### config.mk
export PLATFORM = sky130hd
export DESIGN_NAME = rana_front
export DESIGN_NICKNAME = d
export VERILOG_FILES = /design/src/hdl/rana_pkg.sv /design/src/hdl/rana_front.sv
export SDC_FILE = /design/constraint.sdc
export NUM_CORES = 1
export LEC_CHECK = 0
export BUFFER_PORTS_ARGS = -buffer_cell sky130_fd_sc_hd__buf_2
export CAP_MARGIN = 10
export CORE_AREA = 4 4 71 73
export CTS_CLUSTER_DIAMETER = 80
export DETAILED_ROUTE_END_ITERATION = 8
export DIE_AREA = 0 0 75 77
export PLACE_DENSITY = 0.84
export SYNTH_ARGS = -nofsm -noshare
export SYNTH_HDL_FRONTEND = slang
export SYNTH_SLANG_ARGS = --single-unit
### constraint.sdc
create_clock -name clk -period 3 [get_ports clk]
set_clock_uncertainty 0.1 [all_clocks]
set_input_delay 0.45 -clock clk [delete_from_list [all_inputs] [get_ports clk]]
set_output_delay 0.45 -clock clk [all_outputs]
set_load 0.02 [all_outputs]
### src/hdl/rana_pkg.sv
package rana_pkg;

    // Field widths
    localparam int GENE_W    = 24;
    localparam int FIT_W     = 25;
    localparam int SUM_W     = 36;
    localparam int ANG_W     = 32;   // Q.28 angle, signed
    localparam int CORD_W    = 32;   // Q.28 sin/cos, signed
    localparam int ARG_W     = 26;   // |a| in Q.14, unsigned
    localparam int ROOT_W    = 20;   // floor(sqrt(a<<14))
    localparam int RAD_W     = 40;   // a << 14

    // Default parameter values
    localparam int MAX_GENES_DEF    = 32;
    localparam int CORDIC_STEPS_DEF = 16;
    localparam int ATAN_ENTRIES     = 24;

    // Constants
    localparam logic signed [GENE_W+1:0] ONE_Q14 = 26'sd16384;
    localparam logic signed [ANG_W+2:0] TWO_PI_Q28  = 35'sd1686629713;
    localparam logic signed [ANG_W+2:0] PI_Q28      = 35'sd843314857;
    localparam logic signed [ANG_W+2:0] HALF_PI_Q28 = 35'sd421657428;
    localparam logic signed [CORD_W-1:0] CORDIC_K_Q28 = 32'sd163008219;
    localparam logic signed [SUM_W-1:0] FIT_MAX = 36'sd16777215;
    localparam logic signed [SUM_W-1:0] FIT_MIN = -36'sd16777216;

    // Work item passed from front end to back end
    typedef struct packed {
        logic signed [GENE_W-1:0] x;
        logic signed [GENE_W-1:0] y;
        logic                     do_term;   // add f(x,y)
        logic                     finish;    // emit mean after this item
        logic                     overflow;
        logic [10:0]              count;
    } rana_job_t;

    typedef enum logic [3:0] {
        ST_IDLE,
        ST_ARG,
        ST_SQRT,
        ST_RED,
        ST_FOLD,
        ST_CORDIC,
        ST_MUL1,
        ST_MUL2,
        ST_ACC,
        ST_DIV,
        ST_OUT
    } rana_state_t;

    function automatic logic signed [ANG_W-1:0] atan_lut(input logic [4:0] i);
        logic signed [ANG_W-1:0] v;
        unique case (i)
            5'd0:  v = 32'sd210828714;
            5'd1:  v = 32'sd124459457;
            5'd2:  v = 32'sd65760959;
            5'd3:  v = 32'sd33381290;
            5'd4:  v = 32'sd16755422;
            5'd5:  v = 32'sd8385879;
            5'd6:  v = 32'sd4193963;
            5'd7:  v = 32'sd2097109;
            5'd8:  v = 32'sd1048571;
            5'd9:  v = 32'sd524287;
            5'd10: v = 32'sd262144;
            5'd11: v = 32'sd131072;
            5'd12: v = 32'sd65536;
            5'd13: v = 32'sd32768;
            5'd14: v = 32'sd16384;
            5'd15: v = 32'sd8192;
            5'd16: v = 32'sd4096;
            5'd17: v = 32'sd2048;
            5'd18: v = 32'sd1024;
            5'd19: v = 32'sd512;
            5'd20: v = 32'sd256;
            5'd21: v = 32'sd128;
            5'd22: v = 32'sd64;
            5'd23: v = 32'sd32;
            default: v = '0;
        endcase
        return v;
    endfunction

endpackage

### src/hdl/rana_front.sv
// Front end: tracks genome position and builds jobs for the back end.
module rana_front
#(
    parameter int MAX_GENES = rana_pkg::MAX_GENES_DEF
)
(
    input  logic                              clk,
    input  logic                              rst_n,
    input  logic signed [rana_pkg::GENE_W-1:0] gene,
    input  logic                              last,
    input  logic                              in_valid,
    output logic                              in_ready,
    output rana_pkg::rana_job_t               job,
    output logic                              job_valid,
    input  logic                              job_ready
);
    import rana_pkg::*;

    logic signed [GENE_W-1:0] prev_reg;
    logic [10:0]              count_reg;
    logic                     ovf_reg;
    logic                     take;
    logic                     is_first;
    logic                     accept_gene;

    assign in_ready    = job_ready;
    assign take        = in_valid && job_ready;
    assign is_first    = (count_reg == 11'd0);
    assign accept_gene = !is_first && (count_reg < 11'(MAX_GENES));

    // Job built from current state and incoming gene
    always_comb
    begin
        job = '0;
        job.finish = last;
        if (is_first)
        begin
            job.x        = gene;
            job.y        = gene;
            job.do_term  = 1'b0;
            job.count    = 11'd1;
            job.overflow = ovf_reg;
        end
        else if (accept_gene)
        begin
            job.x        = prev_reg;
            job.y        = gene;
            job.do_term  = 1'b1;
            job.count    = count_reg + 11'd1;
            job.overflow = ovf_reg;
        end
        else
        begin
            job.x        = prev_reg;
            job.y        = prev_reg;
            job.do_term  = 1'b0;
            job.count    = count_reg;
            job.overflow = 1'b1;
        end
    end

    // A job is sent only if it carries a term or ends the genome
    assign job_valid = in_valid && (job.do_term || last);

    // Genome position; the back end keeps the first gene from the first job
    always_ff @(posedge clk or negedge rst_n)
    begin
        if (!rst_n)
        begin
            count_reg <= '0;
            ovf_reg   <= 1'b0;
            prev_reg  <= '0;
        end
        else if (take)
        begin
            if (last)
            begin
                count_reg <= '0;
                ovf_reg   <= 1'b0;
            end
            else
            begin
                count_reg <= job.count;
                ovf_reg   <= job.overflow;
                if (is_first || accept_gene)
                    prev_reg <= gene;
            end
        end
    end

endmodule

==> metrics.json <==
{
  "outcome": {"value": "finished clean"},
  "synth_warnings": {"value": 0},
  "timing_worst_setup_path_type": {"value": "reg2out"},
  "largest_register_ff_count": {"value": 24},
  "transition_time_of_the_tightest_slew_check_pin": {"value": 0.824, "unit": "ns"},
  "inserted_diodes": {"value": 0},
  "syn_std_cell_area": {"value": 2260, "unit": "um^2"},
  "timing.critical_path.cells": {"value": "inv_1 > ha_1 > nor4b_1 > nand2_1 > buf_4 > mux2_2 > buf_2"},
  "route.final.wire_length": {"value": 5.48, "unit": "mm"},
  "critical_path.slowest_cell": {"value": "sky130_fd_sc_hd__dfrtp_1"},
  "cts_post_setup_buffers_inserted": {"value": 0},
  "worst_setup_path_start_kind": {"value": "flip-flop"},
  "cellPowerDensity": {"value": 632, "unit": "nW/um^2"},
  "detail_route.drc_violations": {"value": 0},
  "tritoncts": {"value": "yes"},
  "pin_count": {"value": 93},
  "power.static_leakage": {"value": 1.55, "unit": "nW"},
  "design.final.nets": {"value": 349},
  "first_global_vias": {"value": 1891},
  "final_min_period_over_clock_period": {"value": 87.8, "unit": "%"},
  "worstSkewPairLatency": {"value": 0.28, "unit": "ns"},
  "crit-reg2reg-launch": {"value": "count_reg[6]"},
  "worst_hold_path_type": {"value": "in2async"},
  "multi_input_comb_area": {"value": 1230, "unit": "um^2"},
  "grt-ovfl-total": {"value": 0},
  "detailed_place_hpwl": {"value": 3.92, "unit": "mm"},
  "synth.net_count": {"value": 266},
  "die-area": {"value": 5780, "unit": "um^2"},
  "route.vias.total": {"value": 1948},
  "holdBufCountCts": {"value": 0},
  "worst-path-max-fanout": {"value": 12},
  "synthCells": {"value": 235},
  "critical_r2r_capture": {"value": "prev_reg[16]"},
  "flop2flop_setup_slack": {"value": 0.75, "unit": "ns"},
  "cp.arrival": {"value": 2.08, "unit": "ns"},
  "clk_transition_reported_paths": {"value": 0.08, "unit": "ns"},
  "htree_levels": {"value": 2},
  "globalRouteTotalUtil": {"value": 20.2, "unit": "%"},
  "max-slew-margin-rel": {"value": 45.1, "unit": "%"},
  "ir_worst_vdd": {"value": 0.000320, "unit": "V"},
  "io_buffers": {"value": 92},
  "cts-root-buf": {"value": "sky130_fd_sc_hd__clkbuf_8"},
  "timing.final.max_slew_violations": {"value": 0},
  "period_minus_slack": {"value": 2.63, "unit": "ns"},
  "fraction_of_layout_cells_with_a_size_suffix_above_1": {"value": 49.1, "unit": "%"},
  "fillers": {"value": 375},
  "report.final.setup_viol": {"value": 0},
  "clock.fmax": {"value": 0.380, "unit": "GHz"},
  "gp_routability_congestion": {"value": 0.846},
  "clock_sink_count": {"value": 36},
  "cell_rows": {"value": 24},
  "synth_seq_area_share": {"value": 39.8, "unit": "%"},
  "detailedRoute.firstIterationViolations": {"value": 138},
  "ant_nets": {"value": 0},
  "drt-pass1-iter-count": {"value": 4},
  "cts_resized": {"value": 0},
  "whs": {"value": 0.158, "unit": "ns"},
  "ys_ff_latch": {"value": 36},
  "worst-path-stages": {"value": 7},
  "coreArea": {"value": 4350, "unit": "um^2"},
  "tritoncts.num_buffers": {"value": 5},
  "routed_wire_length_per_instance": {"value": 14.8, "unit": "um"},
  "cts_max_path_buffers": {"value": 2},
  "timing.final.hold_violations": {"value": 0},
  "initial_utilization": {"value": 52.0, "unit": "%"},
  "die_y": {"value": 77, "unit": "um"},
  "depth_of_the_worst_register_to_register_path": {"value": 5},
  "syn-mean-instance-area": {"value": 9.63, "unit": "um^2"},
  "tns": {"value": 0, "unit": "ns"},
  "antenna_found_initial": {"value": 0},
  "crit_path_capture_type": {"value": "primary output"},
  "ff_latch_area": {"value": 901, "unit": "um^2"},
  "grt_setup_unrepaired": {"value": "no"},
  "max_cap_viol_count": {"value": 0},
  "vias_per_cell": {"value": 5.26},
  "cp.buffers_inverters": {"value": 3},
  "worst-endpoint-required": {"value": 2.45, "unit": "ns"},
  "grt_max_degree": {"value": 37},
  "fp.dieW": {"value": 75, "unit": "um"},
  "timing.critical_path.max_delay_family": {"value": "buffers and inverters"},
  "synthToLayoutAreaGrowth": {"value": 24.4, "unit": "%"},
  "grt_pass1_wl": {"value": 9.18, "unit": "mm"},
  "count_of_unique_library_cells_instantiated_by_yosys": {"value": 36},
  "cp_slowest_stage_delay": {"value": 0.42, "unit": "ns"}
}
[stage by stage]
stage	worst slack (ns)	utilization (%)	total power [mW]	instance area (um^2)	instances
finish	0.367	64.7	1.78	2820	370
global placement	0.696	62.4	1.40	2720	363
global route	0.175	64.7	1.88	2820	370
detailed placement	0.665	62.4	1.42	2720	363
CTS	0.349	64.7	1.79	2820	370
floorplan	0.719	-	1.18	2260	235
[how the worst max path moves through the flow]
stage,from,end,slack [ns]
final,count_reg[0],job[61],0.37
after global routing,count_reg[5],job[4],0.17
after CTS,count_reg[0],job[41],0.35
after detailed placement,count_reg[0],job[41],0.66
after global placement,count_reg[5],job[4],0.70
after floorplan,count_reg[0],job[41],0.72
[Yosys cell counts]
cell type                    n  area share [%]
sky130_fd_sc_hd__buf_4       2            0.66
sky130_fd_sc_hd__o21ai_0     6             1.3
sky130_fd_sc_hd__nand2b_1    1            0.28
sky130_fd_sc_hd__nand2_2     1            0.28
sky130_fd_sc_hd__nor2_1      3            0.50
sky130_fd_sc_hd__or4_1       1            0.33
sky130_fd_sc_hd__nand3_1     3            0.66
sky130_fd_sc_hd__o311ai_0    2            0.77
sky130_fd_sc_hd__o21bai_1    1            0.33
sky130_fd_sc_hd__o41ai_1     2            0.77
sky130_fd_sc_hd__ha_1        2             1.1
sky130_fd_sc_hd__xnor2_1     2            0.77
sky130_fd_sc_hd__nor3_1      1            0.22
sky130_fd_sc_hd__dfrtp_1    36              40
sky130_fd_sc_hd__or4b_2      1            0.44
sky130_fd_sc_hd__and2_0      1            0.28
sky130_fd_sc_hd__or3_1       1            0.28
sky130_fd_sc_hd__nand2_1    80              13
sky130_fd_sc_hd__o21a_1      2            0.66
sky130_fd_sc_hd__and3_1      1            0.28
sky130_fd_sc_hd__mux2_2     29              14
sky130_fd_sc_hd__clkbuf_1   14             2.3
sky130_fd_sc_hd__mux2_4     19              13
sky130_fd_sc_hd__a21oi_1     2            0.44
sky130_fd_sc_hd__a21boi_0    2            0.66
sky130_fd_sc_hd__nand4_1     1            0.28
sky130_fd_sc_hd__a311oi_1    1            0.39
sky130_fd_sc_hd__o2bb2ai_1   1            0.39
sky130_fd_sc_hd__nor4_4      1            0.94
sky130_fd_sc_hd__nor4b_1     1            0.39
sky130_fd_sc_hd__buf_6       3             1.5
sky130_fd_sc_hd__buf_2       1            0.22
sky130_fd_sc_hd__buf_1       2            0.33
sky130_fd_sc_hd__inv_1       4            0.66
sky130_fd_sc_hd__a31oi_1     1            0.28
sky130_fd_sc_hd__and2_1      4             1.1
[logic make-up (layout without fill, tap and decap cells)]
group | count (synthesis) | count (layout) | synth area share [%]
simple gates | 101 | 101 | 19.5
buf+inv | 26 | 109 | 5.70
fa+ha+maj | 2 | 2 | 1.11
mux | 48 | 48 | 27.0
flops | 36 | 36 | 39.8
compound gates | 20 | 20 | 6.03
xor+xnor | 2 | 2 | 0.774
[cell usage in the layout, fill, tap and decap left out]
cell type                   netlist  layout
sky130_fd_sc_hd__a21boi_0         2       2
sky130_fd_sc_hd__a21oi_1          2       2
sky130_fd_sc_hd__a311oi_1         1       1
sky130_fd_sc_hd__a31oi_1          1       1
sky130_fd_sc_hd__and2_1           4       5
sky130_fd_sc_hd__and3_1           1       1
sky130_fd_sc_hd__buf_2            1      92
sky130_fd_sc_hd__buf_4            2       6
sky130_fd_sc_hd__clkbuf_8         0       7
sky130_fd_sc_hd__dfrtp_1         36      36
sky130_fd_sc_hd__ha_1             2       2
sky130_fd_sc_hd__inv_1            4       4
sky130_fd_sc_hd__mux2_2          29      29
sky130_fd_sc_hd__mux2_4          19      19
sky130_fd_sc_hd__nand2_1         80      80
sky130_fd_sc_hd__nand2_2          1       1
sky130_fd_sc_hd__nand2b_1         1       1
sky130_fd_sc_hd__nand3_1          3       3
sky130_fd_sc_hd__nand4_1          1       1
sky130_fd_sc_hd__nor2_1           3       3
sky130_fd_sc_hd__nor3_1           1       1
sky130_fd_sc_hd__nor4_4           1       1
sky130_fd_sc_hd__nor4b_1          1       1
sky130_fd_sc_hd__o21a_1           2       2
sky130_fd_sc_hd__o21ai_0          6       6
sky130_fd_sc_hd__o21bai_1         1       1
sky130_fd_sc_hd__o2bb2ai_1        1       1
sky130_fd_sc_hd__o311ai_0         2       2
sky130_fd_sc_hd__o41ai_1          2       2
sky130_fd_sc_hd__or3_1            1       1
sky130_fd_sc_hd__or4_1            1       1
sky130_fd_sc_hd__or4b_2           1       1
sky130_fd_sc_hd__xnor2_1          2       2
[layer usage]
metal  part of all wire, %  vias to the layer above  GRT usage (%)
met4                  0.95                        0           5.52
met3                   6.4                        5           4.44
met1                    45                      921           27.9
met5                     0                        -              0
li1                      -                      947              -
met2                    48                       75           31.6
[worst register-to-register path, cell delays in order, from the launching register on]
cell,delay [ns]
sky130_fd_sc_hd__dfrtp_1,0.44
sky130_fd_sc_hd__nor4_4,0.34
sky130_fd_sc_hd__nand2_2,0.26
sky130_fd_sc_hd__or3_1,0.43
sky130_fd_sc_hd__buf_4,0.22
sky130_fd_sc_hd__mux2_4,0.32
[layout make-up]
type                            instances  share of cell area [%]
Clock buffer                            7                    3.42
Inverter                                4                   0.533
Multi-Input combinational cell        173                    43.8
Sequential cell                        36                    32.0
Tap cell                               52                    2.31
Timing Repair Buffer                   98                    18.0
[power breakdown]
part | leakage [nW] | switching (mW) | internal (mW) | total, mW
Combinational | 1.05 | 0.421 | 0.358 | 0.779
Clock | 0.0503 | 0.164 | 0.205 | 0.369
Sequential | 0.449 | 0.0677 | 0.566 | 0.633
(Power assumes the default switching activity.)
