--- config.mk ---
export PLATFORM = sky130hd
export DESIGN_NAME = rana_queue
export DESIGN_NICKNAME = d
export VERILOG_FILES = /design/src/hdl/rana_pkg.sv /design/src/hdl/rana_queue.sv
export SDC_FILE = /design/constraint.sdc
export NUM_CORES = 1
export LEC_CHECK = 0
export ABC_AREA = 1
export BUFFER_PORTS_ARGS = -buffer_cell sky130_fd_sc_hd__buf_4
export CAP_MARGIN = 10
export CORE_UTILIZATION = 50
export DETAILED_ROUTE_END_ITERATION = 6
export GPL_ROUTABILITY_DRIVEN = 0
export GPL_TIMING_DRIVEN = 1
export PLACE_DENSITY = 0.76
export SLEW_MARGIN = 0
export SYNTH_ARGS = -nofsm -noshare
export SYNTH_HDL_FRONTEND = slang
export SYNTH_SLANG_ARGS = --single-unit
--- constraint.sdc ---
create_clock -name clk -period 4.6 [get_ports clk]
set_input_delay 1.38 -clock clk [delete_from_list [all_inputs] [get_ports clk]]
set_output_delay 1.38 -clock clk [all_outputs]
set_load 0.02 [all_outputs]
--- src/hdl/rana_pkg.sv ---
package rana_pkg;

    // Field widths
    localparam int GENE_W    = 24;
    localparam int FIT_W     = 25;
    localparam int SUM_W     = 36;
    localparam int ANG_W     = 32;   // Q.28 angle, signed
    localparam int CORD_W    = 32;   // Q.28 sin/cos, signed
    localparam int ARG_W     = 26;   // |a| in Q.14, unsigned
    localparam int ROOT_W    = 20;   // floor(sqrt(a<<14))
    localparam int RAD_W     = 40;   // a << 14

    // Default parameter values
    localparam int MAX_GENES_DEF    = 32;
    localparam int CORDIC_STEPS_DEF = 16;
    localparam int ATAN_ENTRIES     = 24;

    // Constants
    localparam logic signed [GENE_W+1:0] ONE_Q14 = 26'sd16384;
    localparam logic signed [ANG_W+2:0] TWO_PI_Q28  = 35'sd1686629713;
    localparam logic signed [ANG_W+2:0] PI_Q28      = 35'sd843314857;
    localparam logic signed [ANG_W+2:0] HALF_PI_Q28 = 35'sd421657428;
    localparam logic signed [CORD_W-1:0] CORDIC_K_Q28 = 32'sd163008219;
    localparam logic signed [SUM_W-1:0] FIT_MAX = 36'sd16777215;
    localparam logic signed [SUM_W-1:0] FIT_MIN = -36'sd16777216;

    // Work item passed from front end to back end
    typedef struct packed {
        logic signed [GENE_W-1:0] x;
        logic signed [GENE_W-1:0] y;
        logic                     do_term;   // add f(x,y)
        logic                     finish;    // emit mean after this item
        logic                     overflow;
        logic [10:0]              count;
    } rana_job_t;

    typedef enum logic [3:0] {
        ST_IDLE,
        ST_ARG,
        ST_SQRT,
        ST_RED,
        ST_FOLD,
        ST_CORDIC,
        ST_MUL1,
        ST_MUL2,
        ST_ACC,
        ST_DIV,
        ST_OUT
    } rana_state_t;

    function automatic logic signed [ANG_W-1:0] atan_lut(input logic [4:0] i);
        logic signed [ANG_W-1:0] v;
        unique case (i)
            5'd0:  v = 32'sd210828714;
            5'd1:  v = 32'sd124459457;
            5'd2:  v = 32'sd65760959;
            5'd3:  v = 32'sd33381290;
            5'd4:  v = 32'sd16755422;
            5'd5:  v = 32'sd8385879;
            5'd6:  v = 32'sd4193963;
            5'd7:  v = 32'sd2097109;
            5'd8:  v = 32'sd1048571;
            5'd9:  v = 32'sd524287;
            5'd10: v = 32'sd262144;
            5'd11: v = 32'sd131072;
            5'd12: v = 32'sd65536;
            5'd13: v = 32'sd32768;
            5'd14: v = 32'sd16384;
            5'd15: v = 32'sd8192;
            5'd16: v = 32'sd4096;
            5'd17: v = 32'sd2048;
            5'd18: v = 32'sd1024;
            5'd19: v = 32'sd512;
            5'd20: v = 32'sd256;
            5'd21: v = 32'sd128;
            5'd22: v = 32'sd64;
            5'd23: v = 32'sd32;
            default: v = '0;
        endcase
        return v;
    endfunction

endpackage

--- src/hdl/rana_queue.sv ---
// Small FIFO between front and back ends.
module rana_queue
#(
    parameter int DEPTH = 2
)
(
    input  logic                clk,
    input  logic                rst_n,
    input  rana_pkg::rana_job_t wr_data,
    input  logic                wr_valid,
    output logic                wr_ready,
    output rana_pkg::rana_job_t rd_data,
    output logic                rd_valid,
    input  logic                rd_ready
);
    import rana_pkg::*;

    localparam int AW = (DEPTH > 1) ? $clog2(DEPTH) : 1;

    rana_job_t       mem_reg [DEPTH];
    logic [AW-1:0]   wp_reg;
    logic [AW-1:0]   rp_reg;
    logic [AW:0]     cnt_reg;
    logic            wr_en;
    logic            rd_en;

    assign wr_ready = (cnt_reg != (AW+1)'(DEPTH));
    assign rd_valid = (cnt_reg != '0);
    assign rd_data  = mem_reg[rp_reg];
    assign wr_en    = wr_valid && wr_ready;
    assign rd_en    = rd_valid && rd_ready;

    always_ff @(posedge clk)
    begin
        if (wr_en)
            mem_reg[wp_reg] <= wr_data;
    end

    always_ff @(posedge clk or negedge rst_n)
    begin
        if (!rst_n)
        begin
            wp_reg  <= '0;
            rp_reg  <= '0;
            cnt_reg <= '0;
        end
        else
        begin
            if (wr_en)
                wp_reg <= (wp_reg == AW'(DEPTH-1)) ? '0 : wp_reg + 1'b1;
            if (rd_en)
                rp_reg <= (rp_reg == AW'(DEPTH-1)) ? '0 : rp_reg + 1'b1;
            cnt_reg <= cnt_reg + (AW+1)'(wr_en) - (AW+1)'(rd_en);
        end
    end

endmodule

==> run_results.csv, run 1 <==
group,metric,value,unit
synthesis,synth.area.top_cells,"edfxtp_1 (78%), nand2_1 (15%), dfrtp_1 (2.1%)",
synthesis,synthesis.area,0.004766,sq mm
worst_hold_path,min_from,"cnt_reg[0]",
place,port_buffers,129,
layout,diodes,0,
critical_path,end_kind,"primary output",
flow_run,drv_cap,0,
layout,nets,560,
synthesis,ys.flop_type,"edfxtp_1",
layout,design_area,0.006365,sq mm
synthesis,yosys.area_share.xor_xnor,0.1838,%
worst_hold_path,hp-class,"register to register",
detailed_routing,vias,2950,
clock_tree,numCtsBuffers,17,
timing,fin_skew,0.007795,ns
timing,worst_pin_slew,0.9264,ns
floorplan,dieArea,0.009926,sq mm
layout,syn_to_final_growth,33.55,%
synthesis,synth-edff-count,124,
synthesis,synth_seq_cells,128,
global_routing,grt_pass1_vias,2913,
layout,largest_register_ffs,124,
synthesis,avgSynthCellArea,13.42,sq um
detailed_routing,wirelength,8612,um
synthesis,synth_cell_types,16,
detailed_routing,first_iter_violations,118,
floorplan,num_io_pins,130,
clock_tree,clkTransAtPathRegs,0.06,ns
global_routing,grt-ovfl-total,0,
floorplan,initial_utilization,51.58,%
synthesis,ys_top_cells_by_count,"nand2_1 (193), edfxtp_1 (124), inv_1 (7)",
synthesis,muxShareOfSynthArea,0,%
synthesis,synth-adder-area-share,0.2625,%
synthesis,synth_compound_gate_area_share,0.2100,%
place,hpwlAfterDp,5480,um
clock_tree,cts_resized,0,
detailed_routing,viasPerCell,4.646,
timing,rsz0062_at_grt,"false",
critical_path,r2r_setup_slack,2.53,ns
global_routing,grt_pass1_wl,13720,um
timing,maxSlewViolCount,0,
global_routing,antenna_found_initial,0,
clock_tree,clkLatencyLatePin,0.50,ns
worst_hold_path,hold_depth,1,
pwr,cellPowerDensity,697.2,mW/mm^2
critical_path,critPathMaxFanout,63,
timing,fin_crit_sh,75.87,%
layout,fill_cells,643,
synthesis,ys_warn_count,0,
synthesis,synth_nets,422,
clock_tree,cts.sinks,128,
floorplan,core,0.009240,sq mm
synthesis,synthCells,355,
worst_hold_path,hold_end,"cnt_reg[0]",
layout,multi_input_area,812.0,sq um
floorplan,die_h,99.63,um
clock_tree,cts_htree_levels,4,
synthesis,yosysMostFrequentCell,"nand2_1",
synthesis,yosysTopAreaCellShare,78.13,%
timing,slew_headroom,38.10,%
global_routing,grt_start_max_net_pins,64,
detailed_routing,dr.pass1.iters,5,
detailed_routing,ant_nets,0,
detailed_routing,drc,0,
layout,regArea,0.003825,sq mm
clock_tree,clk_path_buf_depth,2,
clock_tree,cts-root-buf,"clkbuf_8",
floorplan,row_count,35,
timing,fmax,286.5,MHz
timing,min_period,3.490,ns
synthesis,synthSimpleGateAreaFrac,16.12,%
clock_tree,cts_setup_buffers,0,
synthesis,yosysTopAreaCell,"edfxtp_1",
synthesis,ys_seq_area_share,80.23,%
critical_path,worstPathRequired,3.22,ns
place,dpl_cell_area,0.005837,sq mm
global_routing,grtUsageTotal,18.74,%
clock_tree,cts_tree,"yes",
timing,hold_slack,0.5623,ns
floorplan,die_w,99.63,um
synthesis,synth_top_family_by_area,"simple AND/OR/NAND/NOR gates",
timing,finalSetupViolCount,0,
pwr,peakVddDrop,0.0005174,V
pwr,p_leak,2.728,nW
critical_path,arrival,2.11,ns
critical_path,cp-start-kind,"register",
status,status,"finished, final reports clean",
layout,drive_gt1_share,33.40,%
critical_path,worstReg2RegStart,"cnt_reg[1]",
timing,hold_violations,0,
detailed_routing,drt-wirelength-per-cell,13.56,um
clock_tree,hold_buffers,0,
critical_path,critical_path_class,"register to primary output",
synthesis,synthArstFlopShare,3.125,%
timing,tns,0,ns
critical_path,r2r-end,"mem_reg[1][35]",
critical_path,reg2reg_depth,4,
## cell families after synthesis
family	after synthesis
AND/OR/NAND/NOR	202
flip-flops	128
buffers and inverters	21
AO/OA/AOI/OAI	2
XOR/XNOR	1
adder cells (fa/ha/maj)	1
## area by class of cell
cell class                 instances  area share, %
sequential                       128          60.09
timing repair buffer             132          15.77
multi-input combinational        206          12.76
clock buffer                      18          6.566
tap                              129          2.536
clock inverter                    14          1.730
inverter                           8         0.5504
## worst max-delay path by stage
stage / start / endpoint / cells after the start
2_1_floorplan: wr_valid / mem_reg[0][0] / 2
3_3_place_gp: rp_reg / rd_data[49] / 4
3_5_place_dp: wr_valid / mem_reg[0][0] / 4
4_1_cts: rp_reg / rd_data[39] / 4
5_1_grt: rp_reg / rd_data[27] / 4
6_report: rp_reg / rd_data[57] / 4
## power by group
part	switching [W]	internal, W	total [W]
logic	0.00100	0.000570	0.00157
clock network	0.000486	0.000668	0.00115
registers	0.000122	0.00159	0.00171
## worst max-delay path, cell delays in order (launching register included)
cell and delay [ns]:
dfrtp_2 0.83, inv_6 0.36, nand2_1 0.14, nand2_1 0.09
buf_4 0.17
## cells in the final DEF (no fill, tap or decap)
cell type / instances
dfrtp_1: 3
buf_4: 131
nand3_1: 2
dfrtp_2: 1
edfxtp_1: 124
nor2_4: 2
inv_1: 7
nand2_2: 2
clkinv_2: 2
buf_12: 1
clkbuf_8: 1
a21oi_1: 1
o21ai_1: 1
xor2_1: 1
ha_1: 1
clkbuf_1: 1
clkinv_4: 4
clkinvlp_4: 4
nand2_1: 193
clkbuf_16: 16
inv_6: 5
nor2_1: 3
## per-layer routing
metal | wire, um | global-route usage, %
met1 | 3562 | 21.88
met2 | 4297 | 30.29
met3 | 678 | 8.714
met4 | 74 | 7.240
met5 | 0 | 0
## stage by stage
step	utilization [%]	total power, W	setup slack, ns	std cells
6_report	68.88	0.004438	1.110	635
5_1_grt	68.88	0.004682	0.9674	635
4_1_cts	68.88	0.004491	1.084	635
3_5_place_dp	63.17	0.003327	1.601	603
3_3_place_gp	63.17	0.003290	1.633	603
2_1_floorplan	-	0.002695	0.06470	355
No activity file was read; power rests on OpenSTA's default activity.
==> run 2, diff against run 1 <==
Clock period 4.6 ns to 3.6 ns, I/O delays scaled along.
==> run_results.csv, run 2 (synthesis gave the netlist of run 1 again) <==
group,metric,value,unit
place,port_buffers,129,
flow_run,drv_cap,0,
detailed_routing,viasPerCell,4.654,
timing,fin_crit_sh,76.26,%
detailed_routing,drt-wirelength-per-cell,13.60,um
place,hpwlAfterDp,5504,um
place,dpl_cell_area,0.005859,sq mm
timing,rsz0062_at_grt,"false",
floorplan,row_count,35,
critical_path,crit_slowest_cell,"dfrtp_2",
clock_tree,numCtsBuffers,17,
critical_path,critPathMaxFanout,63,
floorplan,initial_utilization,51.58,%
pwr,peakVddDrop,0.0005196,V
clock_tree,cts.sinks,128,
clock_tree,clkTransAtPathRegs,0.06,ns
detailed_routing,dr.pass1.iters,4,
layout,mostFrequentLayoutCell,"nand2_1",
global_routing,grt_start_max_net_pins,64,
floorplan,dieArea,0.009926,sq mm
critical_path,r2r-end,"mem_reg[1][25]",
floorplan,num_io_pins,130,
layout,drive_gt1_share,32.94,%
floorplan,die_w,99.63,um
pwr,cellPowerDensity,884.5,mW/mm^2
critical_path,critPathBufInv,2,
layout,largest_register_ffs,124,
clock_tree,clkLatencyLatePin,0.49,ns
clock_tree,cts_htree_levels,4,
timing,hold_violations,0,
layout,final_cell_mix,"nand2_1 (193), buf_4 (134), edfxtp_1 (124)",
global_routing,antenna_found_initial,0,
detailed_routing,wirelength,8649,um
global_routing,grt_pass1_wl,13310,um
critical_path,reg2reg_depth,5,
floorplan,core,0.009240,sq mm
pwr,p_leak,2.717,nW
layout,nets,563,
clock_tree,cts_tree,"yes",
floorplan,die_h,99.63,um
timing,slew_headroom,68.39,%
clock_tree,hold_buffers,0,
timing,finalSetupViolCount,0,
critical_path,cpMostUsedCell,"nand2_1",
pwr,power,0.005619,W
global_routing,grt_pass1_vias,2810,
timing,worst_pin_slew,0.4741,ns
detailed_routing,ant_nets,0,
critical_path,r2r_setup_slack,1.93,ns
clock_tree,cts-root-buf,"clkbuf_8",
critical_path,cp_cell_sequence,"inv_6, nand2_1, nand2_1, buf_4",
critical_path,worstPathRequired,2.52,ns
clock_tree,cts_resized,0,
layout,syn_to_final_growth,33.29,%
layout,fill_cells,627,
timing,tns,0,ns
critical_path,arrival,1.67,ns
timing,fmax,364.3,MHz
worst_hold_path,hp-class,"input port to async pin",
timing,hold_slack,0.3673,ns
timing,fin_skew,0.005015,ns
layout,design_area,0.006352,sq mm
critical_path,end_kind,"primary output",
critical_path,worstReg2RegStart,"cnt_reg[0]",
status,status,"finished, final reports clean",
detailed_routing,vias,2960,
global_routing,grtUsageTotal,18.22,%
timing,maxSlewViolCount,0,
timing,min_period,2.745,ns
critical_path,cp-start-kind,"register",
critical_path,cp_slowest_stage_delay,0.43,ns
critical_path,critical_path_class,"register to primary output",
critical_path,crit_family,"buffers and inverters",
global_routing,grt-ovfl-total,0,
clock_tree,clk_path_buf_depth,2,
detailed_routing,first_iter_violations,116,
detailed_routing,drc,0,
clock_tree,cts_setup_buffers,0,
layout,diodes,0,
==> run 2: cell type report <==
type	instances	area, sq um	share of cell area, %
clock buffers	20	425.4	6.697
clock inverters	10	67.56	1.064
inverters	8	35.03	0.5515
multi-input cells	206	812.0	12.78
flip-flops and latches	128	3825	60.21
well taps	129	161.4	2.541
repair buffers	135	1026	16.15
==> run 2: power breakdown <==
part	internal [W]	total, W	switching [W]	leakage (nW)
clock network	0.000831	0.00141	0.000575	0.223
logic	0.000743	0.00208	0.00134	1.30
registers	0.00204	0.00213	0.0000940	1.20
total	0.00361	0.00562	0.00201	2.72
==> run 2: per-layer routing <==
layer  GRT usage, %  routed length, um
met1          23.24               3698
met2          27.40               4203
met3          7.871                648
met4          7.805                 99
met5              0                  0
==> run 2: through the flow <==
| stage | utilization [%] | cells | setup WS (ns) |
|---|---|---|---|
| after floorplan | - | 355 | 0.3889 |
| after global placement | 63.41 | 606 | 1.317 |
| after detailed placement | 63.41 | 606 | 1.259 |
| after CTS | 68.75 | 636 | 0.8092 |
| after global routing | 68.75 | 636 | 0.7181 |
| final | 68.75 | 636 | 0.8547 |
==> run 2: worst max-delay path by stage <==
stage	slack, ns	end	cells after the start	startpoint
finish	0.85	rd_data[38]	4	rp_reg
global route	0.72	rd_data[38]	4	rp_reg
CTS	0.81	rd_data[4]	4	rp_reg
detailed placement	1.26	mem_reg[1][26]	4	wr_valid
global placement	1.32	mem_reg[1][27]	4	wr_valid
floorplan	0.39	mem_reg[1][0]	2	wr_valid
==> run 3, diff against run 2 <==
Settings changed: ABC_AREA 1 to 0.
Clock period 3.6 ns to 2.8 ns, I/O delays scaled along.
==> run_results.csv, run 3 <==
group,metric,value,unit
timing,hold_violations,0,
synthesis,yosysTopAreaCellShare,78.96,%
clock_tree,cts_resized,0,
timing,fin_skew,0.008758,ns
synthesis,synthArstFlopShare,3.125,%
timing,fin_crit_sh,95.71,%
detailed_routing,vias,2501,
detailed_routing,first_iter_violations,81,
clock_tree,cts.sinks,128,
floorplan,die_w,99.12,um
place,dpl_cell_area,0.005836,sq mm
clock_tree,cts_setup_buffers,0,
clock_tree,cts_tree,"yes",
floorplan,row_count,35,
pwr,p_int,0.005090,W
layout,design_area,0.006406,sq mm
place,port_buffers,129,
detailed_routing,viasPerCell,5.136,
layout,final_cell_mix,"buf_4 (134), edfxtp_1 (124), mux2_2 (62)",
synthesis,yosysMostFrequentCell,"edfxtp_1",
floorplan,die_h,99.12,um
critical_path,critPathBufInv,2,
pwr,combPwrFrac,32.7,%
global_routing,grt-ovfl-total,0,
global_routing,grt_pass1_wl,12530,um
clock_tree,hold_buffers,0,
synthesis,ys_warn_count,0,
synthesis,synth_nets,282,
global_routing,antenna_found_initial,0,
critical_path,critical_path_class,"register to primary output",
clock_tree,cts_htree_levels,4,
global_routing,grtUsageTotal,17.70,%
pwr,cellPowerDensity,1132,mW/mm^2
layout,nets,430,
synthesis,synth_seq_cells,128,
synthesis,ys.flop_type,"edfxtp_1",
layout,diodes,0,
pwr,power_frac_clock,28.8,%
place,hpwlAfterDp,5231,um
synthesis,avgSynthCellArea,21.93,sq um
critical_path,worstPathRequired,1.96,ns
layout,drive_gt1_share,60.64,%
synthesis,synth_cell_types,18,
detailed_routing,wirelength,8165,um
synthesis,ys_top_cells_by_count,"edfxtp_1 (124), mux2_2 (62), buf_6 (6)",
clock_tree,clk_path_buf_depth,2,
timing,min_period,2.680,ns
pwr,power_frac_seq,38.4,%
worst_hold_path,hp-class,"input port to async pin",
synthesis,yosysTopAreaCell,"edfxtp_1",
synthesis,ys_seq_area_share,81.08,%
critical_path,critPathMaxFanout,21,
floorplan,core,0.009196,sq mm
clock_tree,cts-root-buf,"clkbuf_8",
detailed_routing,ant_nets,0,
synthesis,synthCells,215,
floorplan,dieArea,0.009824,sq mm
layout,syn_to_final_growth,35.84,%
critical_path,arrival,1.84,ns
pwr,switching_share,29.80,%
critical_path,crit_family,"flip-flops",
clock_tree,numCtsBuffers,17,
floorplan,num_io_pins,130,
layout,mostFrequentLayoutCell,"buf_4",
layout,largest_register_ffs,124,
pwr,p_sw,0.002161,W
pwr,peakVddDrop,0.0006285,V
timing,rsz0062_at_grt,"false",
status,status,"finished, final reports clean",
critical_path,cp_cell_sequence,"buf_12, mux2_2, buf_4",
layout,stdcell_count,487,
timing,maxSlewViolCount,0,
critical_path,crit_slowest_cell,"dfrtp_4",
critical_path,cp-start-kind,"register",
detailed_routing,drt-wirelength-per-cell,16.77,um
timing,slew_headroom,63.53,%
floorplan,initial_utilization,51.28,%
clock_tree,clkLatencyLatePin,0.51,ns
global_routing,grt_start_max_net_pins,42,
flow_run,drv_cap,0,
synthesis,synth-edff-count,124,
timing,tns,0,ns
clock_tree,clkTransAtPathRegs,0.06,ns
synthesis,synth.area.top_cells,"edfxtp_1 (79%), mux2_2 (15%), dfrtp_1 (2.1%)",
critical_path,end_kind,"primary output",
timing,finalSetupViolCount,0,
timing,worst_pin_slew,0.5471,ns
critical_path,cp_slowest_stage_delay,0.58,ns
place,dp.cells,455,
global_routing,grt_pass1_vias,2630,
detailed_routing,drc,0,
pwr,p_leak,2.425,nW
synthesis,synthesis.area,0.004716,sq mm
timing,fmax,373.1,MHz
detailed_routing,dr.pass1.iters,4,
-- run 3: cell type report --
type / instances / area (sq um)
Sequential cell: 128 / 3827
Fill cell: 612 / 2790
Timing Repair Buffer: 136 / 1046
Multi-Input combinational cell: 80 / 825.8
Clock buffer: 21 / 429.2
Clock inverter: 11 / 138.9
Tap cell: 111 / 138.9
-- run 3: path summary, 6_finish.rpt --
path                              from             end  slack, ns  cells after the start
max reg2reg                 cnt_reg[0]  mem_reg[0][17]       1.12                      4
min                              rst_n      cnt_reg[0]       0.12                      1
min in group clk           wr_data[30]  mem_reg[0][30]       0.51                      1
max in group asynchronous        rst_n          rp_reg       2.56                      1
min reg2reg                     wp_reg          wp_reg       0.55                      1
max                             rp_reg     rd_data[43]       0.12                      3
-- run 3: kinds of logic (layout without fill, tap and decap cells) --
group,count (synthesis),in the layout,share of synthesized area [%]
buffers and inverters,7,168,1.592
DFF,128,128,81.08
adders and majority gates,1,1,0.2653
AOI/OAI and AO/OA,4,4,0.6633
muxes,62,62,14.80
xor gates and xnor gates,3,3,0.5573
and+or+nand+nor,10,10,1.035
-- run 3: layer usage --
metal  GRT usage, %  vias to the layer above  share of wire, %
li1               -                     1150                 -
met1          20.15                     1239                40
met2          29.21                       99                52
met3          6.746                       13               6.4
met4          9.389                        0               1.5
met5              0                        -                 0
-- run 3: power by group through the flow --
stage | registers (W) | clock network (W) | logic (W)
6_report | 0.00279 | 0.00209 | 0.00237
5_1_grt | 0.00284 | 0.00222 | 0.00251
4_1_cts | 0.00279 | 0.00213 | 0.00240
3_5_place_dp | 0.00283 | 0 | 0.00239
3_3_place_gp | 0.00280 | 0 | 0.00239
2_1_floorplan | 0.00275 | 0 | 0.00155
-- run 3: through the flow --
step / utilization [%] / hold slack (ns) / power [W] / setup WS [ns]
finish: 69.66 / 0.1184 / 0.007251 / 0.1200
global route: 69.66 / 0.09015 / 0.007569 / 0.03497
CTS: 69.63 / 0.09979 / 0.007325 / 0.007346
detailed placement: 63.46 / 0.5389 / 0.005218 / 0.5543
global placement: 63.46 / 0.5293 / 0.005184 / 0.5626
floorplan: - / 0.5137 / 0.004302 / 0.03336
